**src/sv/crcfd_pkg.sv**
```systemverilog
package crcfd_pkg;

	localparam int unsigned BYTE_W      = 8;
	localparam int unsigned CRC_W       = 16;
	localparam int unsigned KIND_W      = 2;
	localparam int unsigned REASON_W    = 3;
	localparam int unsigned NUM_REGS    = 4;
	localparam int unsigned CFG_IDX_W   = 2;
	localparam int unsigned FIFO_DEPTH  = 4;

	localparam logic [CRC_W-1:0]  CRC_INIT = 16'hFFFF;
	localparam logic [CRC_W-1:0]  CRC_POLY = 16'h1021;
	localparam logic [BYTE_W-1:0] LEN_SAT  = 8'hFF;

	localparam logic [BYTE_W-1:0] SYNC_FIRST_RST  = 8'hAA;
	localparam logic [BYTE_W-1:0] SYNC_SECOND_RST = 8'h55;
	localparam logic [BYTE_W-1:0] END_MARKER_RST  = 8'h0D;
	localparam logic [BYTE_W-1:0] MAX_PAYLOAD_RST = 8'd255;

	localparam logic [CFG_IDX_W-1:0] REG_SYNC_FIRST  = 2'd0;
	localparam logic [CFG_IDX_W-1:0] REG_SYNC_SECOND = 2'd1;
	localparam logic [CFG_IDX_W-1:0] REG_END_MARKER  = 2'd2;
	localparam logic [CFG_IDX_W-1:0] REG_MAX_PAYLOAD = 2'd3;

	localparam logic [KIND_W-1:0] KIND_DATA   = 2'd0;
	localparam logic [KIND_W-1:0] KIND_ACCEPT = 2'd1;
	localparam logic [KIND_W-1:0] KIND_REJECT = 2'd2;

	localparam logic [REASON_W-1:0] WHY_NONE   = 3'd0;
	localparam logic [REASON_W-1:0] WHY_LENGTH = 3'd1;
	localparam logic [REASON_W-1:0] WHY_CRC    = 3'd2;
	localparam logic [REASON_W-1:0] WHY_END    = 3'd3;
	localparam logic [REASON_W-1:0] WHY_CMD    = 3'd4;

	typedef enum logic [3:0] {
		PH_SYNC1  = 4'd0,
		PH_SYNC2  = 4'd1,
		PH_LEN_LO = 4'd2,
		PH_LEN_HI = 4'd3,
		PH_CMD    = 4'd4,
		PH_SEQ    = 4'd5,
		PH_DATA   = 4'd6,
		PH_CRC_LO = 4'd7,
		PH_CRC_HI = 4'd8,
		PH_END    = 4'd9
	} phase_t;

	typedef struct packed {
		logic [KIND_W-1:0]   kind;
		logic [BYTE_W-1:0]   payload_byte;
		logic                payload_last;
		logic [BYTE_W-1:0]   command;
		logic [BYTE_W-1:0]   seq_num;
		logic [BYTE_W-1:0]   length;
		logic [REASON_W-1:0] reason;
	} rec_t;

	// One byte of CRC-16/CCITT-FALSE, MSB first.
	function automatic logic [CRC_W-1:0] crc_byte(input logic [CRC_W-1:0] crc,
		input logic [BYTE_W-1:0] b);
		logic [CRC_W-1:0] c;
		c = crc ^ {b, {(CRC_W-BYTE_W){1'b0}}};
		for (int k = 0; k < BYTE_W; k++) begin
			if (c[CRC_W-1]) begin
				c = {c[CRC_W-2:0], 1'b0} ^ CRC_POLY;
			end else begin
				c = {c[CRC_W-2:0], 1'b0};
			end
		end
		return c;
	endfunction

	function automatic logic known_command(input logic [BYTE_W-1:0] c);
		logic ok;
		case (c) inside
			8'h01, 8'h02, 8'h10, 8'h11, 8'h20, 8'h21, 8'h22, 8'h30,
			8'h40, 8'h41, 8'h50, 8'h51, 8'hF0, 8'hF1, 8'hF2, 8'hFF: ok = 1'b1;
			default: ok = 1'b0;
		endcase
		return ok;
	endfunction

endpackage

```
**src/sv/crcfd_parser.sv**
```systemverilog
module crcfd_parser (
	input  logic                                clk,
	input  logic                                arst_n,
	input  logic                                byte_valid,
	input  logic [crcfd_pkg::BYTE_W-1:0]        byte_in,
	input  logic                                cfg_we,
	input  logic [crcfd_pkg::CFG_IDX_W-1:0]     cfg_index,
	input  logic [crcfd_pkg::BYTE_W-1:0]        cfg_data,
	output logic                                rec_valid,
	output crcfd_pkg::rec_t                     rec
);

	logic [crcfd_pkg::BYTE_W-1:0] sync_first_q, sync_second_q, end_marker_q, max_payload_q;

	crcfd_pkg::phase_t            phase_q, phase_d;
	logic [crcfd_pkg::BYTE_W-1:0] length_low_q, length_low_d;
	logic [crcfd_pkg::BYTE_W-1:0] payload_length_q, payload_length_d;
	logic [crcfd_pkg::BYTE_W-1:0] byte_count_q, byte_count_d;
	logic [crcfd_pkg::BYTE_W-1:0] command_q, command_d;
	logic [crcfd_pkg::BYTE_W-1:0] sequence_q, sequence_d;
	logic [crcfd_pkg::BYTE_W-1:0] crc_low_q, crc_low_d;
	logic [crcfd_pkg::CRC_W-1:0]  crc_q, crc_d;
	logic [crcfd_pkg::CRC_W-1:0]  crc_base, crc_next;
	logic [crcfd_pkg::BYTE_W-1:0] count_inc;

	always_ff @(posedge clk or negedge arst_n) begin
		if (!arst_n) begin
			sync_first_q  <= crcfd_pkg::SYNC_FIRST_RST;
			sync_second_q <= crcfd_pkg::SYNC_SECOND_RST;
			end_marker_q  <= crcfd_pkg::END_MARKER_RST;
			max_payload_q <= crcfd_pkg::MAX_PAYLOAD_RST;
		end else if (cfg_we) begin
			unique case (cfg_index)
				crcfd_pkg::REG_SYNC_FIRST:  sync_first_q  <= cfg_data;
				crcfd_pkg::REG_SYNC_SECOND: sync_second_q <= cfg_data;
				crcfd_pkg::REG_END_MARKER:  end_marker_q  <= cfg_data;
				crcfd_pkg::REG_MAX_PAYLOAD: max_payload_q <= cfg_data;
				default: ;
			endcase
		end
	end

	always_ff @(posedge clk or negedge arst_n) begin
		if (!arst_n) begin
			phase_q          <= crcfd_pkg::PH_SYNC1;
			length_low_q     <= '0;
			payload_length_q <= '0;
			byte_count_q     <= '0;
			command_q        <= '0;
			sequence_q       <= '0;
			crc_low_q        <= '0;
			crc_q            <= crcfd_pkg::CRC_INIT;
		end else if (byte_valid) begin
			phase_q          <= phase_d;
			length_low_q     <= length_low_d;
			payload_length_q <= payload_length_d;
			byte_count_q     <= byte_count_d;
			command_q        <= command_d;
			sequence_q       <= sequence_d;
			crc_low_q        <= crc_low_d;
			crc_q            <= crc_d;
		end
	end

	// The command byte restarts the CRC; every later covered byte continues it.
	assign crc_base  = (phase_q == crcfd_pkg::PH_CMD) ? crcfd_pkg::CRC_INIT : crc_q;
	assign crc_next  = crcfd_pkg::crc_byte(crc_base, byte_in);
	assign count_inc = byte_count_q + 1'b1;

	always_comb begin
		phase_d          = phase_q;
		length_low_d     = length_low_q;
		payload_length_d = payload_length_q;
		byte_count_d     = byte_count_q;
		command_d        = command_q;
		sequence_d       = sequence_q;
		crc_low_d        = crc_low_q;
		crc_d            = crc_q;
		rec_valid        = 1'b0;
		rec              = '0;
		unique case (phase_q)
			crcfd_pkg::PH_SYNC2: begin
				if (byte_in == sync_second_q) begin
					phase_d = crcfd_pkg::PH_LEN_LO;
				end else if (byte_in != sync_first_q) begin
					phase_d          = crcfd_pkg::PH_SYNC1;
					length_low_d     = '0;
					payload_length_d = '0;
					byte_count_d     = '0;
				end
			end
			crcfd_pkg::PH_LEN_LO: begin
				length_low_d = byte_in;
				phase_d      = crcfd_pkg::PH_LEN_HI;
			end
			crcfd_pkg::PH_LEN_HI: begin
				if (byte_in != '0 || length_low_q > max_payload_q) begin
					rec_valid        = byte_valid;
					rec.kind         = crcfd_pkg::KIND_REJECT;
					rec.reason       = crcfd_pkg::WHY_LENGTH;
					rec.length       = (byte_in != '0) ? crcfd_pkg::LEN_SAT : length_low_q;
					phase_d          = crcfd_pkg::PH_SYNC1;
					length_low_d     = '0;
					payload_length_d = '0;
					byte_count_d     = '0;
				end else begin
					payload_length_d = length_low_q;
					phase_d          = crcfd_pkg::PH_CMD;
				end
			end
			crcfd_pkg::PH_CMD: begin
				command_d = byte_in;
				crc_d     = crc_next;
				phase_d   = crcfd_pkg::PH_SEQ;
			end
			crcfd_pkg::PH_SEQ: begin
				sequence_d   = byte_in;
				crc_d        = crc_next;
				byte_count_d = '0;
				phase_d      = (payload_length_q == '0) ? crcfd_pkg::PH_CRC_LO
				                                        : crcfd_pkg::PH_DATA;
			end
			crcfd_pkg::PH_DATA: begin
				crc_d             = crc_next;
				byte_count_d      = count_inc;
				rec_valid         = byte_valid;
				rec.kind          = crcfd_pkg::KIND_DATA;
				rec.payload_byte  = byte_in;
				rec.payload_last  = (count_inc >= payload_length_q);
				if (count_inc >= payload_length_q) begin
					phase_d = crcfd_pkg::PH_CRC_LO;
				end
			end
			crcfd_pkg::PH_CRC_LO: begin
				crc_low_d = byte_in;
				phase_d   = crcfd_pkg::PH_CRC_HI;
			end
			crcfd_pkg::PH_CRC_HI: begin
				if ({byte_in, crc_low_q} == crc_q) begin
					phase_d = crcfd_pkg::PH_END;
				end else begin
					rec_valid        = byte_valid;
					rec.kind         = crcfd_pkg::KIND_REJECT;
					rec.reason       = crcfd_pkg::WHY_CRC;
					rec.command      = command_q;
					rec.seq_num      = sequence_q;
					rec.length       = payload_length_q;
					phase_d          = crcfd_pkg::PH_SYNC1;
					length_low_d     = '0;
					payload_length_d = '0;
					byte_count_d     = '0;
				end
			end
			crcfd_pkg::PH_END: begin
				rec_valid    = byte_valid;
				rec.command  = command_q;
				rec.seq_num  = sequence_q;
				rec.length   = payload_length_q;
				if (byte_in != end_marker_q) begin
					rec.kind   = crcfd_pkg::KIND_REJECT;
					rec.reason = crcfd_pkg::WHY_END;
				end else if (!crcfd_pkg::known_command(command_q)) begin
					rec.kind   = crcfd_pkg::KIND_REJECT;
					rec.reason = crcfd_pkg::WHY_CMD;
				end else begin
					rec.kind   = crcfd_pkg::KIND_ACCEPT;
					rec.reason = crcfd_pkg::WHY_NONE;
				end
				phase_d          = crcfd_pkg::PH_SYNC1;
				length_low_d     = '0;
				payload_length_d = '0;
				byte_count_d     = '0;
			end
			default: begin
				phase_d = (byte_in == sync_first_q) ? crcfd_pkg::PH_SYNC2
				                                    : crcfd_pkg::PH_SYNC1;
			end
		endcase
	end

endmodule

```
**src/sv/crcfd_fifo.sv**
```systemverilog
module crcfd_fifo #(
	parameter int unsigned DEPTH = crcfd_pkg::FIFO_DEPTH
) (
	input  logic            clk,
	input  logic            arst_n,
	input  logic            wr_en,
	input  crcfd_pkg::rec_t wr_data,
	input  logic            rd_en,
	output crcfd_pkg::rec_t rd_data,
	output logic            not_empty,
	output logic            is_full
);

	localparam int unsigned PTR_W = (DEPTH > 1) ? $clog2(DEPTH) : 1;
	localparam int unsigned CNT_W = $clog2(DEPTH + 1);

	crcfd_pkg::rec_t    mem_q [DEPTH];
	logic [PTR_W-1:0]   wr_ptr_q, rd_ptr_q;
	logic [CNT_W-1:0]   count_q;
	logic               do_wr, do_rd;

	assign do_wr     = wr_en && !is_full;
	assign do_rd     = rd_en && not_empty;
	assign not_empty = (count_q != '0);
	assign is_full   = (count_q == CNT_W'(DEPTH));
	assign rd_data   = mem_q[rd_ptr_q];

	always_ff @(posedge clk) begin
		if (do_wr) begin
			mem_q[wr_ptr_q] <= wr_data;
		end
	end

	always_ff @(posedge clk or negedge arst_n) begin
		if (!arst_n) begin
			wr_ptr_q <= '0;
			rd_ptr_q <= '0;
			count_q  <= '0;
		end else begin
			if (do_wr) begin
				wr_ptr_q <= (wr_ptr_q == PTR_W'(DEPTH - 1)) ? '0 : wr_ptr_q + 1'b1;
			end
			if (do_rd) begin
				rd_ptr_q <= (rd_ptr_q == PTR_W'(DEPTH - 1)) ? '0 : rd_ptr_q + 1'b1;
			end
			if (do_wr && !do_rd) begin
				count_q <= count_q + 1'b1;
			end else if (do_rd && !do_wr) begin
				count_q <= count_q - 1'b1;
			end
		end
	end

endmodule

```
**src/sv/crcfd_out.sv**
```systemverilog
module crcfd_out (
	input  logic            clk,
	input  logic            arst_n,
	input  logic            q_not_empty,
	input  crcfd_pkg::rec_t q_data,
	output logic            q_pop,
	input  logic            pop,
	output logic            empty,
	output crcfd_pkg::rec_t out_rec
);

	logic            valid_q;
	crcfd_pkg::rec_t rec_q;

	// Refill the output register whenever it is free or its record is being transferred.
	assign q_pop   = q_not_empty && (!valid_q || pop);
	assign empty   = !valid_q;
	assign out_rec = rec_q;

	always_ff @(posedge clk or negedge arst_n) begin
		if (!arst_n) begin
			valid_q <= 1'b0;
		end else if (q_pop) begin
			valid_q <= 1'b1;
		end else if (pop) begin
			valid_q <= 1'b0;
		end
	end

	always_ff @(posedge clk) begin
		if (q_pop) begin
			rec_q <= q_data;
		end
	end

endmodule

```
**src/sv/crc16_frame_deframer.sv**
```systemverilog
// Byte-stream frame parser: one received byte may be transferred every clock cycle,
// back to back, as long as full is low. The parser hunts for the two sync bytes, reads
// length, command, sequence, payload, CRC-16/CCITT-FALSE and end marker, and updates the
// CRC one byte per cycle while full is low. Each payload byte and each frame verdict
// becomes one result; results pass through a FIFO_DEPTH-entry queue and then an output
// register before they show on the result ports. full rises only when the queue holds
// FIFO_DEPTH results that the output side has not taken; with pop held high the block
// sustains one byte per cycle. Configuration writes take effect at the next byte and
// should be made only while no frame is in progress.
module crc16_frame_deframer #(
	parameter int unsigned FIFO_DEPTH = crcfd_pkg::FIFO_DEPTH
) (
	input  logic                                clk,
	input  logic                                arst_n,
	input  logic                                push,
	output logic                                full,
	input  logic [crcfd_pkg::BYTE_W-1:0]        in_byte,
	output logic                                empty,
	input  logic                                pop,
	output logic [crcfd_pkg::KIND_W-1:0]        result_kind,
	output logic [crcfd_pkg::BYTE_W-1:0]        payload_byte,
	output logic                                payload_last,
	output logic [crcfd_pkg::BYTE_W-1:0]        frame_command,
	output logic [crcfd_pkg::BYTE_W-1:0]        frame_sequence,
	output logic [crcfd_pkg::BYTE_W-1:0]        frame_length,
	output logic [crcfd_pkg::REASON_W-1:0]      reject_reason,
	input  logic                                cfg_we,
	input  logic [crcfd_pkg::CFG_IDX_W-1:0]     cfg_index,
	input  logic [crcfd_pkg::BYTE_W-1:0]        cfg_data
);

	logic            accept;
	logic            rec_valid;
	crcfd_pkg::rec_t rec;
	crcfd_pkg::rec_t q_data;
	crcfd_pkg::rec_t out_rec;
	logic            q_not_empty, q_full, q_pop;

	assign accept = push && !q_full;
	assign full   = q_full;

	crcfd_parser u_parser (
		.clk        (clk),
		.arst_n     (arst_n),
		.byte_valid (accept),
		.byte_in    (in_byte),
		.cfg_we     (cfg_we),
		.cfg_index  (cfg_index),
		.cfg_data   (cfg_data),
		.rec_valid  (rec_valid),
		.rec        (rec)
	);

	crcfd_fifo #(
		.DEPTH (FIFO_DEPTH)
	) u_fifo (
		.clk       (clk),
		.arst_n    (arst_n),
		.wr_en     (rec_valid),
		.wr_data   (rec),
		.rd_en     (q_pop),
		.rd_data   (q_data),
		.not_empty (q_not_empty),
		.is_full   (q_full)
	);

	crcfd_out u_out (
		.clk         (clk),
		.arst_n      (arst_n),
		.q_not_empty (q_not_empty),
		.q_data      (q_data),
		.q_pop       (q_pop),
		.pop         (pop),
		.empty       (empty),
		.out_rec     (out_rec)
	);

	assign result_kind    = out_rec.kind;
	assign payload_byte   = out_rec.payload_byte;
	assign payload_last   = out_rec.payload_last;
	assign frame_command  = out_rec.command;
	assign frame_sequence = out_rec.seq_num;
	assign frame_length   = out_rec.length;
	assign reject_reason  = out_rec.reason;

endmodule

```
**config.mk**
```make
export PLATFORM = sky130hd
export DESIGN_NAME = crc16_frame_deframer
export DESIGN_NICKNAME = d
export VERILOG_FILES = /design/src/sv/crcfd_pkg.sv /design/src/sv/crcfd_parser.sv /design/src/sv/crcfd_fifo.sv /design/src/sv/crcfd_out.sv /design/src/sv/crc16_frame_deframer.sv
export SDC_FILE = /design/constraint.sdc
export NUM_CORES = 1
export LEC_CHECK = 0
export ABC_CLOCK_PERIOD_IN_PS = 3300
export BUFFER_PORTS_ARGS = -buffer_cell sky130_fd_sc_hd__clkbuf_2
export CAP_MARGIN = 20
export CORE_MARGIN = 2
export CORE_UTILIZATION = 37
export DETAILED_ROUTE_END_ITERATION = 7
export RECOVER_POWER = 100
export SYNTH_ARGS = -nofsm -noshare
export SYNTH_HDL_FRONTEND = slang
export SYNTH_HIERARCHICAL = 1
export SYNTH_SLANG_ARGS = --single-unit
```
**constraint.sdc**
```tcl
create_clock -name clk -period 3.3 [get_ports clk]
set_input_delay 0 -clock clk [delete_from_list [all_inputs] [get_ports clk]]
set_output_delay 0 -clock clk [all_outputs]
set_load 0.005 [all_outputs]
```
Word-level counts from Yosys, hierarchy flattened
Memories as Yosys holds them, arrays and structs flattened. A register that Yosys moved wholly into a read port is not among the register bits.
Index checks and enable logic that the tools add are counted.
{ "totals": {"out_inout_bits": 40, "latch_bits": 0, "mem_count": 1, "ram_bits": 152, "wordCells": 164, "ff_bits": 108, "rom_bits": 0, "input_bits": 23} }
{ "mem_list": {"columns": ["name", "words", "word_bits", "read_ports", "rd_ports_with_merged_regs", "wr", "line_no", "text"], "rows": [
  ["u_fifo.mem_q", 4, 38, 1, 1, 1, "crcfd_fifo.sv:17", "crcfd_pkg::rec_t mem_q [DEPTH];"]
]} }
{ "classes": {"muxes": 52, "div_mod_pow": 0, "mul": 0, "n_addsub": 5, "n_shift": 0, "reduce_logical": 37, "eq_ne": 42, "n_lt_le_gt_ge": 2, "n_bitwise": 9} }
{ "op_table": {"columns": ["op", "n"], "rows": [
  ["$mux W13", 8],
  ["$pmux W8 S5", 2],
  ["$mux W8", 6],
  ["$pmux W4 S9", 1],
  ["$pmux W11 S3", 1],
  ["$eq A8 B6 Y1 const B", 4],
  ["$eq A8 B7 Y1 const B", 4],
  ["$eq A8 B8 Y1 const B", 4],
  ["$pmux W16 S2", 1],
  ["$pmux W8 S4", 1],
  ["$mux W27", 1],
  ["$not A3 Y3", 8],
  ["$eq A16 B16 Y1", 1],
  ["$eq A4 B3 Y1 const B", 4],
  ["$eq A8 B5 Y1 const B", 2],
  ["$eq A8 B8 Y1", 2],
  ["$mux W16", 1],
  ["$mux W4", 4],
  ["$ne A8 B8 Y1", 2],
  ["$reduce_and A2 Y1", 8],
  ["$reduce_or A16 Y1", 1],
  ["$xor A16 B16 Y16", 1],
  ["$mux W3", 5],
  ["$mux W2", 6],
  ["37 further kinds", 69]
]} }

Logic depth before layout (Yosys ltp)
Gate-level depths: netlist (run 1).
{ "logic_depth": {"depth_word": 19, "mapped_depth": 17, "mapped_depth_nobuf": 15} }

Cells and area by module
The synthesis (run 1) kept the hierarchy.
{ "modules_own_cells": {"columns": ["mod", "seq_area_each_um2", "area_per_inst_um2", "instances", "cells_each"], "rows": [
  ["crcfd_fifo", 4739.5, 5979.5, 1, 236],
  ["crcfd_parser", 2546.2, 5953.2, 1, 567],
  ["crcfd_out", 1166.1, 1188.6, 1, 43],
  ["crc16_frame_deframer", 0.0, 13.8, 1, 1]
]} }

Least setup slack after synthesis (run 1)
Ideal clock, no wire load.
{ "synth_path": {"path_type": "reg2reg", "start": "register u_parser/max_payload_q[1] (netlist name)", "end": "register u_fifo.count_q[2]", "stages_incl_launch_ff": 18, "t_required_ns": 3.221, "period_less_slack_ns": 3.393, "path_slack_ns": -0.093, "t_arrival_ns": 3.314, "setup_ns": 0.079, "n_path_buf": 2, "path_cell_list": "dfstp_2 > inv_1 > ha_1 > nor2b_1 > o211ai_1 > a211oi_1 > nor3_1 > or2_2 > clkbuf_1 > a21oi_1 > nor2b_2 > buf_6 > ha_1 > inv_1 > fa_1 > xor2_1 > nor2_1 > xor2_1"} }
{ "synth_between": {"elab_chain_len": 8, "word_cells_on_any_way": 10, "classes_between": "order compare (1); mux (3); reduce/logical (6)"} }
{ "synth_lines": {"columns": ["item", "line_no", "text"], "rows": [
  ["start, declared", "crcfd_parser.sv:13", "logic [crcfd_pkg::BYTE_W-1:0] sync_first_q, sync_second_q, end_marker_q, max_payload_q;"],
  ["start signal, assigned", "crcfd_parser.sv:31", "max_payload_q <= crcfd_pkg::MAX_PAYLOAD_RST;"],
  ["start signal, assigned", "crcfd_parser.sv:37", "crcfd_pkg::REG_MAX_PAYLOAD: max_payload_q <= cfg_data;"],
  ["$gt A8 B8 Y1 *", "crcfd_parser.sv:97", "if (byte_in != '0 || length_low_q > max_payload_q) begin"],
  ["$logic_or A1 B1 Y1 *", "crcfd_parser.sv:97", null],
  ["$mux W1 *", "crcfd_parser.sv:97", null],
  ["$pmux W1 S3 *", "crcfd_parser.sv:81", "unique case (phase_q)"],
  ["via rec_valid", "crc16_frame_deframer.sv:33", "logic rec_valid;"],
  ["$logic_and A1 B1 Y1 *", "crcfd_fifo.sv:22", "assign do_wr = wr_en && !is_full;"],
  ["via u_fifo.do_wr", "crcfd_fifo.sv:20", "logic do_wr, do_rd;"],
  ["$logic_not A1 Y1", "crcfd_fifo.sv:48", "end else if (do_rd && !do_wr) begin"],
  ["$logic_and A1 B1 Y1", "crcfd_fifo.sv:48", null],
  ["$reduce_bool A2 Y1 (no source line)", null, null],
  ["end signal, assigned", "crcfd_fifo.sv:47", "count_q <= count_q + 1'b1;"],
  ["end signal, assigned", "crcfd_fifo.sv:49", "count_q <= count_q - 1'b1;"],
  ["end, declared", "crcfd_fifo.sv:19", "logic [CNT_W-1:0] count_q;"]
]} }
The timed path passes the listed nets; every way through them passes the cells marked *.
A chain may end at the register's enable or synchronous reset.

Worst setup path after layout (run 1)
{ "layout_path": {"start": "register u_parser/max_payload_q[1] (netlist name)", "end": "register u_fifo.count_q[2]"} }
{ "layout_between": {"elab_chain_len": 8, "word_cells_on_any_way": 10, "classes_between": "order compare (1); mux (3); reduce/logical (6)"} }
{ "layout_lines": {"columns": ["item", "line_no"], "rows": [
  ["$gt A8 B8 Y1 *", "crcfd_parser.sv:97"],
  ["$logic_or A1 B1 Y1 *", "crcfd_parser.sv:97"],
  ["$mux W1 *", "crcfd_parser.sv:97"],
  ["$pmux W1 S3 *", "crcfd_parser.sv:81"],
  ["via rec_valid", "crc16_frame_deframer.sv:33"],
  ["$logic_and A1 B1 Y1 *", "crcfd_fifo.sv:22"],
  ["$logic_not A1 Y1", "crcfd_fifo.sv:48"],
  ["$logic_and A1 B1 Y1", "crcfd_fifo.sv:48"],
  ["$reduce_bool A2 Y1 (no source line)", null]
]} }
Marks and branches as above.

==> summary.md, run 1 <==
| Metric | Value |
|---|---|
| Status | finished, violations left |
| Failing checks | capacitance limit, slew limit |
| Maxcap violations | 1 |
| Mapped Avg Cell Area | 15.5 um2 |
| Clock buffer depth | 3 |
| Core Area | 35200 um2 |
| Gpl congestion | between 0.8 and 0.9 |
| ANT nets after route | 0 |
| Worst-Margin Slew | 2920 ps |
| DP Worst Slack | 76.9 ps |
| WP data arrival | around 3500 ps |
| CP max stage delay | 520 ps |
| Post-synth top area cell | edfxtp_1 |
| Initial antenna violation count | 0 |
| Share of layout cells above drive strength 1 | 27.2% |
| Nets@finish | 1010 |
| Final non-filler cell total | 1448 |
| Post-synth top area share | 43.4% |
| Worst path slowest cell | dfstp_2 |
| CTS tree | yes |
| Worst Setup End Kind | flop |
| Die area | 37000 um2 |
| Crit path time final | 3090 ps |
| Syn_nets | 894 |
| Cells after Synth | 847 |
| Pleak | 5.78 nW |
| CP delay by family, top | adder cells |
| Buffers plus inverters on the worst setup path | 2 |
| Final setup margin | approximately 210 ps |
| Layout Skew | approximately 12 ps |
| Power density cells | 683 nW/um2 |
| Fin. Hold Viols | 0 |
| Tot GR Track Use | about 15% |
| Via count | between 7k and 8k |
| Initial Util | 37.3% |
| Synthesized flop and latch total | just under 300 |
| Largest Register | u_fifo/mem_q |
| Inserted Clock Buffers | 34 |
| CTS clk-pin slew, worst paths | 60 ps |
| Commonest non-fill, non-tap cells in the layout | edfxtp_1, dfrtp_1, xnor2_1 |
| Initial DRC Count | 377 |
| Final Setup Violations | 0 |
| Finished Cell Area | 15300 um2 |
| Root Driver | clkbuf_16 |
| Synth cell types | 66 |
| Asr flop ratio synth | between 30% and 40% |
| Top cells by area, synth | edfxtp_1, dfrtp_1, dfstp_2, mux4_2, mux2_2 |
| Diode count | 0 |
| Power Total | between 10 and 15 mW |
| Worst EP required | 3740 ps |
| Num Clock Sinks | 298 |
| Global-route wire length before repair | 41.9 mm |
| Clk Latency, worst-skew pair | 520 ps |
| # rows | between 60 and 70 |
| Commonest non-fill, non-tap cell in the layout | edfxtp_1 |
| First drt pass iteration count | 4 |
| IO Pins | 63 |
| Top fanout value on the critical path | 2 |
| Worst-path cell chain | inv_1 -> ha_1 -> nor2b_1 -> o211ai_1 -> a211oi_2 -> nor3_1 -> or2_4 -> a21oi_4 -> nor2b_4 -> ha_2 -> inv_1 -> fa_2 -> xor2_1 -> nor2_1 -> xor2_1 |
| Number of instances in the placed design | 1370 |
| DR vias/cell | 4.96 |
| Crit Path Class | reg -> reg |
| Cell area after synthesis | between 10000 and 15000 um2 |
| Core Util, Final | 43.5% |
| Vias in the first global route | 7408 |
| Critical Path Source Type | flop |
| Number of port buffers | 62 |
| Ys Warns | 6 |
| Ys flop type | edfxtp_1 |
| Largest net degree at the start of global routing | 51 |
| Remaining Overflow, GRT | 0 |
| Die Height | 192 um |
| H-tree depth | 2 |
| Wire length per cell | 18.7 um |
| Class of the worst hold path | in -> reg |
| Final WL | between 20 and 30 mm |
| Slew Viols, Final | 51 |
| Setup TNS | 0 ps |
| Worst slew margin | -94.4% |
| EDFF count, synth | 190 |
| Tcrit/Tclk final | 93.6% |
| Maximum resistive drop on vdd | 386 uV |
| Die W | between 150 and 200 um |
| DP HPWL | 18.1 mm |
| Fmax achieved | roughly 320 MHz |
| DP Area | 14200 um2 |
| Sequential-to-total area share from yosys stat | 64.3% |
| Max reg flops | 152 |
| WHS | 49.8 ps |
| Area growth syn-to-layout | 16.6% |
| DRC viols | 0 |
[tightest hold or removal path: stages]
cell and delay, ps:
clkbuf_2 120, buf_4 230, a22o_1 160
[Yosys cell counts, types with 9 or more instances]
cell type,instances
dfrtp_1,73
mux2i_1,14
inv_1,30
mux2_2,62
mux4_2,38
edfxtp_1,190
dfstp_2,35
clkbuf_1,15
ha_1,23
o21ai_0,31
a21oi_1,9
nand3_1,9
xnor2_1,65
xor2_1,17
and3_1,10
nor2_1,42
nand2_1,44
and2_1,20
nand4_1,11
buf_6,9
[final cells by class]
type                            instances  area [um2]
Clock inverter                         18         199
Sequential cell                       298        8450
Multi-Input combinational cell        479        4250
Tap cell                              461         577
Fill cell                            3221       19900
Timing Repair Buffer                  120         806
Inverter                               30         113
Clock buffer                           42         922
[repair_timing]
item	in CTS	in global routing
hold buffers	17	0
resized for setup	0	7
endpoints found under the hold margin	87	0
buffers inserted	0	1
setup endpoints to repair	0	2
[logic make-up (layout without fill, tap and decap cells)]
group / after synthesis / in the layout / synth area share, %
adders and majority gates: 24 / 24 / 2.34
AOI/OAI and AO/OA: 70 / 70 / 3.54
DFF: 298 / 298 / 64.3
and+or+nand+nor: 184 / 184 / 8.07
xor gates and xnor gates: 82 / 82 / 5.47
muxes: 119 / 119 / 13.5
buffers and inverters: 70 / 210 / 2.76
[final timing paths]
kind	to	startpoint	cells past startpoint	slack, ps
worst max register to register	u_fifo/count_q[2]$_DFFE_PN0P_	u_parser/max_payload_q[1]$_DFFE_PN1P_	15	210
max in group asynchronous	u_parser/crc_q[12]$_DFFE_PN1P_	arst_n	3	600
worst min-delay path	u_parser/length_low_q[2]$_DFFE_PN0P_	in_byte[2]	3	50
worst min register to register	u_fifo/count_q[2]$_DFFE_PN0P_	u_fifo/count_q[2]$_DFFE_PN0P_	1	490
worst max-delay path	u_fifo/count_q[2]$_DFFE_PN0P_	u_parser/max_payload_q[1]$_DFFE_PN1P_	15	210
min in group asynchronous	u_parser/crc_low_q[4]$_DFFE_PN0P_	arst_n	2	990
[layer usage]
layer  track usage [%]  wire length, um
met3              2.44             1360
met1              20.3            12200
met2              25.0            13000
met4              3.64              418
met5                 0                0
[report_power, final]
| group | switching [mW] | internal [mW] |
|---|---|---|
| Clock | 1.49 | 2.30 |
| Sequential | 0.289 | 4.49 |
| Combinational | 0.967 | 0.930 |
No activity file was read; power rests on OpenSTA's default activity.
==> inputs of run 2 (changes only) <==
--- a/config.mk
+++ b/config.mk
@@ -10,6 +10,7 @@
 export CAP_MARGIN = 20
 export CORE_MARGIN = 2
 export CORE_UTILIZATION = 37
+export CTS_BUF_LIST = sky130_fd_sc_hd__clkbuf_4
 export DETAILED_ROUTE_END_ITERATION = 7
 export RECOVER_POWER = 100
 export SYNTH_ARGS = -nofsm -noshare
==> run 2 against run 1 <==
Compared with the run above: the run still ends with capacitance limit, slew limit left; critical path type unchanged; die area unchanged; maximum frequency up 0.10%; setup slack better by 3.1 ps; utilization about the same; non-clock buffer count up 11.
==> summary.md, run 2 (synthesis results as in run 1) <==
| Metric | Value |
|---|---|
| Gpl congestion | 0.806 (unchanged) |
| Top fanout value on the critical path | 19 (+17) |
| Number of port buffers | 62 (unchanged) |
| Crit Path Class | reg -> reg |
| Worst Setup End Kind | flop |
| Class of the worst hold path | in -> reg |
| DRC viols | 0 (unchanged) |
| WHS Path Cells | 4 (+1) |
| Max reg flops | 152 (unchanged) |
| Sw power | 2.78 mW (+1.4%) |
| Die W | 192 um (unchanged) |
| Commonest non-fill, non-tap cells in the layout | edfxtp_1, clkbuf_4, dfrtp_1 |
| Initial antenna violation count | 1 (+1) |
| Vias in the first global route | 7933 (+7.1%) |
| Worst slew margin | -7.76% (+87 points) |
| Maximum resistive drop on vdd | 307 uV (-20%) |
| Commonest non-fill, non-tap cell in the layout | edfxtp_1 |
| First drt pass iteration count | 4 (unchanged) |
| Switching part of the total | 27.9% (+1.7 points) |
| Maxcap violations | 2 (+1) |
| Final setup margin | 213 ps (+3.13 ps) |
| Reg power frac | 47.9% (+2.2 points) |
| Largest net degree at the start of global routing | 41 (-20%) |
| Initial Util | 37.3% (unchanged) |
| ANT nets after route | 0 (unchanged) |
| Power density cells | 651 nW/um2 (-4.7%) |
| Power Internal | 7.19 mW (-7.0%) |
| DR vias/cell | 4.88 (-1.6%) |
| IO Pins | 63 (unchanged) |
| Layout Skew | 71.6 ps (+59.5 ps) |
| Initial DRC Count | 378 (+0.27%) |
| Clk Latency, worst-skew pair | 710 ps (+190 ps) |
| Worst-Margin Slew | 1620 ps (-1300 ps) |
| Die Height | 192 um (unchanged) |
| Tcrit/Tclk final | 93.5% (-0.095 points) |
| Failing checks | capacitance limit, slew limit |
| Nets@finish | 1069 (+5.8%) |
| Worst EP required | 3670 ps (-70 ps) |
| Critical Path Source Type | flop |
| DP HPWL | 18.1 mm (unchanged) |
| Pleak | 5.88 nW (+1.7%) |
| Share of layout cells above drive strength 1 | 32.4% (+5.3 points) |
| Global-route wire length before repair | 43.2 mm (+3.0%) |
| Fmax achieved | 324 MHz (+0.10%) |
| Unrepaired setup endpoints after global routing | false |
| Die area | 37000 um2 (unchanged) |
| Final WL | 27.7 mm (+2.6%) |
| Area growth syn-to-layout | 16.5% (about the same) |
| Root Driver | clkbuf_4 |
| Wire length per cell | 17.9 um (-4.0%) |
| Clock power frac | 32.8% (-3.4 points) |
| Final Setup Violations | 0 (unchanged) |
| # rows | 69 (unchanged) |
| Clock buffer depth | 3 (unchanged) |
| H-tree depth | 3 (+1) |
| Core Area | 35200 um2 (unchanged) |
| Crit path time final | 3090 ps (-3.13 ps) |
| CTS clk-pin slew, worst paths | 60 ps (about the same) |
| Reg2reg path depth | 13 (-2) |
| Remaining Overflow, GRT | 0 (unchanged) |
| Num Clock Sinks | 298 (unchanged) |
| Combinational fraction of design power | 19.3% (+1.2 points) |
| Largest Register | u_fifo/mem_q |
| Slew Viols, Final | 53 (+3.9%) |
| Setup TNS | 0 ps (unchanged) |
| DP Area | 14200 um2 (unchanged) |
| Status | finished, violations left |
| Via count | 7550 (+5.1%) |
| Finished Cell Area | 15300 um2 (about the same) |
| CTS tree | yes |
| DP Worst Slack | 76.9 ps (unchanged) |
| Fin. Hold Viols | 0 (unchanged) |
| Tot GR Track Use | 15.4% (+0.52 points) |
| WP data arrival | 3460 ps (-70 ps) |
| Inserted Clock Buffers | 82 (+140%) |
[run 2: per-layer routing]
layer	global-route usage (%)	up-vias	wire length, um
met2	25.3	177	13400
li1	-	3540	-
met4	6.02	0	520
met5	0	-	0
met1	20.1	3790	12500
met3	3.27	43	1260
[run 2: worst paths after layout]
kind	startpoint	endpoint	slack [ps]
min reg2reg	u_fifo/count_q[2]$_DFFE_PN0P_	u_fifo/count_q[2]$_DFFE_PN0P_	490
min	pop	u_out/valid_q$_DFFE_PN0P_	120
max reg2reg	u_parser/max_payload_q[1]$_DFFE_PN1P_	u_fifo/mem_q[0][30]$_DFFE_PP_	210
max	u_parser/max_payload_q[1]$_DFFE_PN1P_	u_fifo/mem_q[0][30]$_DFFE_PP_	210
min in group asynchronous	arst_n	u_parser/crc_q[9]$_DFFE_PN1P_	860
max in group asynchronous	arst_n	u_parser/end_marker_q[1]$_DFFE_PN0P_	790
[run 2: power by group through the flow]
stage               registers, mW  clock network (mW)  logic, mW
global placement             4.86                   0       1.99
detailed placement           4.88                   0       2.02
finish                       4.78                3.27       1.92
floorplan                    4.78                   0       1.49
global route                 4.85                3.61       2.15
CTS                          4.80                3.40       2.06
[run 2: critical path, cell delays in order, from the launching register on]
cell and delay, ps:
dfstp_2 530, inv_1 40, ha_1 280, nor2b_2 130
o211ai_1 100, a211oi_2 270, nor3_1 70, or2_4 250
a21oi_4 170, nor2b_4 170, clkbuf_4 130, buf_4 130
and2_2 240, buf_6 250
[run 2: through the flow]
stage	util, %	total power, mW	hold WS [ps]	std cells
floorplan	-	6.27	-296	847
global placement	40.3	6.85	105	1370
global route	43.5	10.6	117	1547
CTS	44.1	10.3	44.9	1545
detailed placement	40.3	6.89	99.0	1370
finish	43.5	9.97	121	1547
[run 2: final cells by class]
| class | count | area, um2 |
|---|---|---|
| Fill cell | 3274 | 19900 |
| Sequential cell | 298 | 8450 |
| Multi-Input combinational cell | 479 | 4250 |
| Clock buffer | 126 | 946 |
| Timing Repair Buffer | 131 | 862 |
| Tap cell | 461 | 577 |
| Inverter | 30 | 113 |
| Clock inverter | 21 | 106 |
| Antenna cell | 1 | 2.50 |
[run 2: repair_timing]
action | in CTS | in global routing
hold buffers | 28 | 0
setup endpoints to repair | 0 | 2
resized for setup | 0 | 7
setup buffers | 0 | 1
endpoints found under the hold margin | 197 | 0
==> inputs of run 3 (changes only) <==
==> constraint.sdc (replaced) <==
create_clock -name clk -period 3.3 [get_ports clk]
set_input_delay 0.165 -clock clk [delete_from_list [all_inputs] [get_ports clk]]
set_output_delay 0.165 -clock clk [all_outputs]
set_load 0.005 [all_outputs]
==> run 3 against run 2 <==
Compared with the run above: the run still ends with capacitance limit, slew limit left; first-iteration DRC count increased by 49%; register-to-register slack got worse by 40 ps; design area shrank 0.81%; worst hold slack lost 61 ps; total power decreased by 0.19%; die area unchanged; sequential power about the same; utilization shrank 0.35 points; clock skew fell by 4.7 ps.
==> summary.md, run 3 (synthesis results as in run 1) <==
| Metric | Value |
|---|---|
| Fillcell total | 3242 (-0.98%) |
| Maxcap violations | 1 (-1) |
| Initial Util | 37.3% (unchanged) |
| Max reg flops | 152 (unchanged) |
| IO Pins | 63 (unchanged) |
| First drt pass iteration count | 5 (+1) |
| CTS clk-pin slew, worst paths | 60 ps (about the same) |
| Die area | 37000 um2 (unchanged) |
| Largest net degree at the start of global routing | 49 (+20%) |
| Remaining Overflow, GRT | 0 (unchanged) |
| Tcrit/Tclk final | 94.9% (+1.4 points) |
| Fmax achieved | 319 MHz (-1.4%) |
| Wire length per cell | 17.7 um (-1.2%) |
| Failing checks | capacitance limit, slew limit |
| Finished Cell Area | 15200 um2 (-0.81%) |
| DRC viols | 0 (unchanged) |
| Clock buffer depth | 3 (unchanged) |
| Commonest non-fill, non-tap cell in the layout | edfxtp_1 |
| Initial DRC Count | 565 (+49%) |
| Status | finished, violations left |
| Power density cells | 655 nW/um2 (+0.62%) |
| Core Area | 35200 um2 (unchanged) |
| # rows | 69 (unchanged) |
| Die Height | 192 um (unchanged) |
| Gpl congestion | 0.797 (-1.1%) |
| Vias in the first global route | 7849 (-1.1%) |
| Num Clock Sinks | 298 (unchanged) |
| Via count | 7474 (-1.0%) |
| ANT nets after route | 0 (unchanged) |
| Critical Path Source Type | flop |
| Area growth syn-to-layout | 15.6% |
| Slew Viols, Final | 49 (-7.5%) |
| H-tree depth | 3 (unchanged) |
| Pleak | 5.82 nW (-1.0%) |
| DR vias/cell | 4.88 (about the same) |
| Worst Setup End Kind | flop |
| Worst EP required | 3910 ps (+240 ps) |
| Tot GR Track Use | 15.3% (-0.12 points) |
| CTS tree | yes |
| Fin. Hold Viols | 0 (unchanged) |
| Final setup margin | 168 ps (-44.8 ps) |
| Worst path slowest cell | dfstp_2 |
| Commonest non-fill, non-tap cells in the layout | edfxtp_1, clkbuf_4, dfrtp_1 |
| Final WL | 27.1 mm (-2.2%) |
| Power Total | 9.95 mW (-0.19%) |
| DP Area | 14100 um2 (-0.27%) |
| Nets@finish | 1058 (-1.0%) |
| DP Worst Slack | 133 ps (+55.8 ps) |
| Setup TNS | 0 ps (unchanged) |
| Crit path time final | 3130 ps (+44.8 ps) |
| Layout Skew | 66.9 ps (-4.73 ps) |
| Root Driver | clkbuf_4 |
| DP HPWL | 17.7 mm (-2.0%) |
| Largest Register | u_fifo/mem_q |
| Crit Path Class | reg -> reg |
| CP max stage delay | 530 ps (about the same) |
| Initial antenna violation count | 1 (unchanged) |
| Inserted Clock Buffers | 81 (-1.2%) |
| Register area | 8450 um2 (unchanged) |
| Share of layout cells above drive strength 1 | 32.0% (-0.48 points) |
| Class of the worst hold path | in -> reg |
| WP data arrival | 3750 ps (+290 ps) |
| Footprint of the multi-input gates | 4240 um2 (-0.15%) |
| Global-route wire length before repair | 43.1 mm (-0.24%) |
| Worst slew margin | -78.4% (-71 points) |
| Maximum resistive drop on vdd | 299 uV (-2.4%) |
| Final Setup Violations | 0 (unchanged) |
| Number of port buffers | 62 (unchanged) |
| Worst-Margin Slew | 2680 ps (+1060 ps) |
| Die W | 192 um (unchanged) |
| Clk Latency, worst-skew pair | 730 ps (+20 ps) |
| Worst-path cell chain | inv_1 -> ha_1 -> nor2b_1 -> o211ai_1 -> a211oi_2 -> nor3_1 -> or2_2 -> a21oi_2 -> nor2b_2 -> ha_1 -> inv_1 -> fa_1 -> xor2_1 -> nor2_1 -> xor2_1 |
| Top fanout value on the critical path | 2 (-17) |
==> run 3: changes by cell type in the layout (fill, tap and decap cells not counted), sizes merged <==
cell / before / now
clkbuf: 207 / 197
dlygate4sd3: 27 / 19
buf: 23 / 26
inv: 34 / 31
clkinv: 16 / 18
bufinv: 0 / 1
==> run 3: routing by layer <==
layer | up-vias | part of all wire [%] | GRT usage (%)
li1 | 3514 | - | -
met1 | 3736 | 45 | 20.1
met2 | 177 | 49 | 24.8
met3 | 47 | 4.6 | 3.55
met4 | 0 | 2.2 | 5.78
met5 | - | 0 | 0
==> run 3: through the flow <==
step                      hold slack [ps]  utilization [%]  instances
final                                60.0             43.1       1532
after global routing                 40.8             43.1       1532
after CTS                            4.63             43.6       1531
after detailed placement              234             40.2       1370
after global placement                236             40.2       1370
after floorplan                      -131                -        847
==> run 3: worst paths after layout <==
path / slack [ps] / cells past startpoint / to / startpoint
worst max-delay path: 170 / 15 / u_fifo/count_q[2]$_DFFE_PN0P_ / u_parser/max_payload_q[1]$_DFFE_PN1P_
worst min-delay path: 60 / 3 / u_parser/length_low_q[2]$_DFFE_PN0P_ / in_byte[2]
worst max register to register: 170 / 15 / u_fifo/count_q[2]$_DFFE_PN0P_ / u_parser/max_payload_q[1]$_DFFE_PN1P_
worst min register to register: 490 / 1 / u_fifo/count_q[2]$_DFFE_PN0P_ / u_fifo/count_q[2]$_DFFE_PN0P_
max in group asynchronous: 680 / 3 / u_parser/payload_length_q[1]$_DFFE_PN0P_ / arst_n
min in group asynchronous: 890 / 2 / u_parser/length_low_q[6]$_DFFE_PN0P_ / arst_n
==> run 3: timing repair <==
action | CTS | global route
hold buffers | 19 | 0
endpoints found under the hold margin | 103 | 0
setup endpoints to repair | 0 | 1
buffers inserted | 0 | 0
gates resized for setup | 0 | 2
==> run 3: area by class of cell <==
type	count	share of cell area [%]
Antenna cell	1	0.0165
Clock buffer	121	5.98
Clock inverter	21	0.832
Inverter	30	0.742
Multi-Input combinational cell	479	27.9
Sequential cell	298	55.7
Tap cell	461	3.80
Timing Repair Buffer	121	5.02
==> run 3: worst max-delay path, delay by kind of cell, from the launching register on <==
| family | cells | cell delay [ps] |
|---|---|---|
| AO/OA/AOI/OAI | 3 | 500 |
| XOR/XNOR | 2 | 300 |
| adder cells (fa/ha/maj) | 3 | 840 |
| buffers and inverters | 2 | 100 |
| flip-flops | 1 | 530 |
| AND/OR/NAND/NOR | 5 | 790 |
==> run 3: power by group <==
group          total [mW]  leakage (nW)  switching, mW  internal [mW]
Combinational        1.90          2.09          0.960          0.943
Sequential           4.79          3.11          0.305           4.49
Clock                3.25         0.614           1.49           1.76
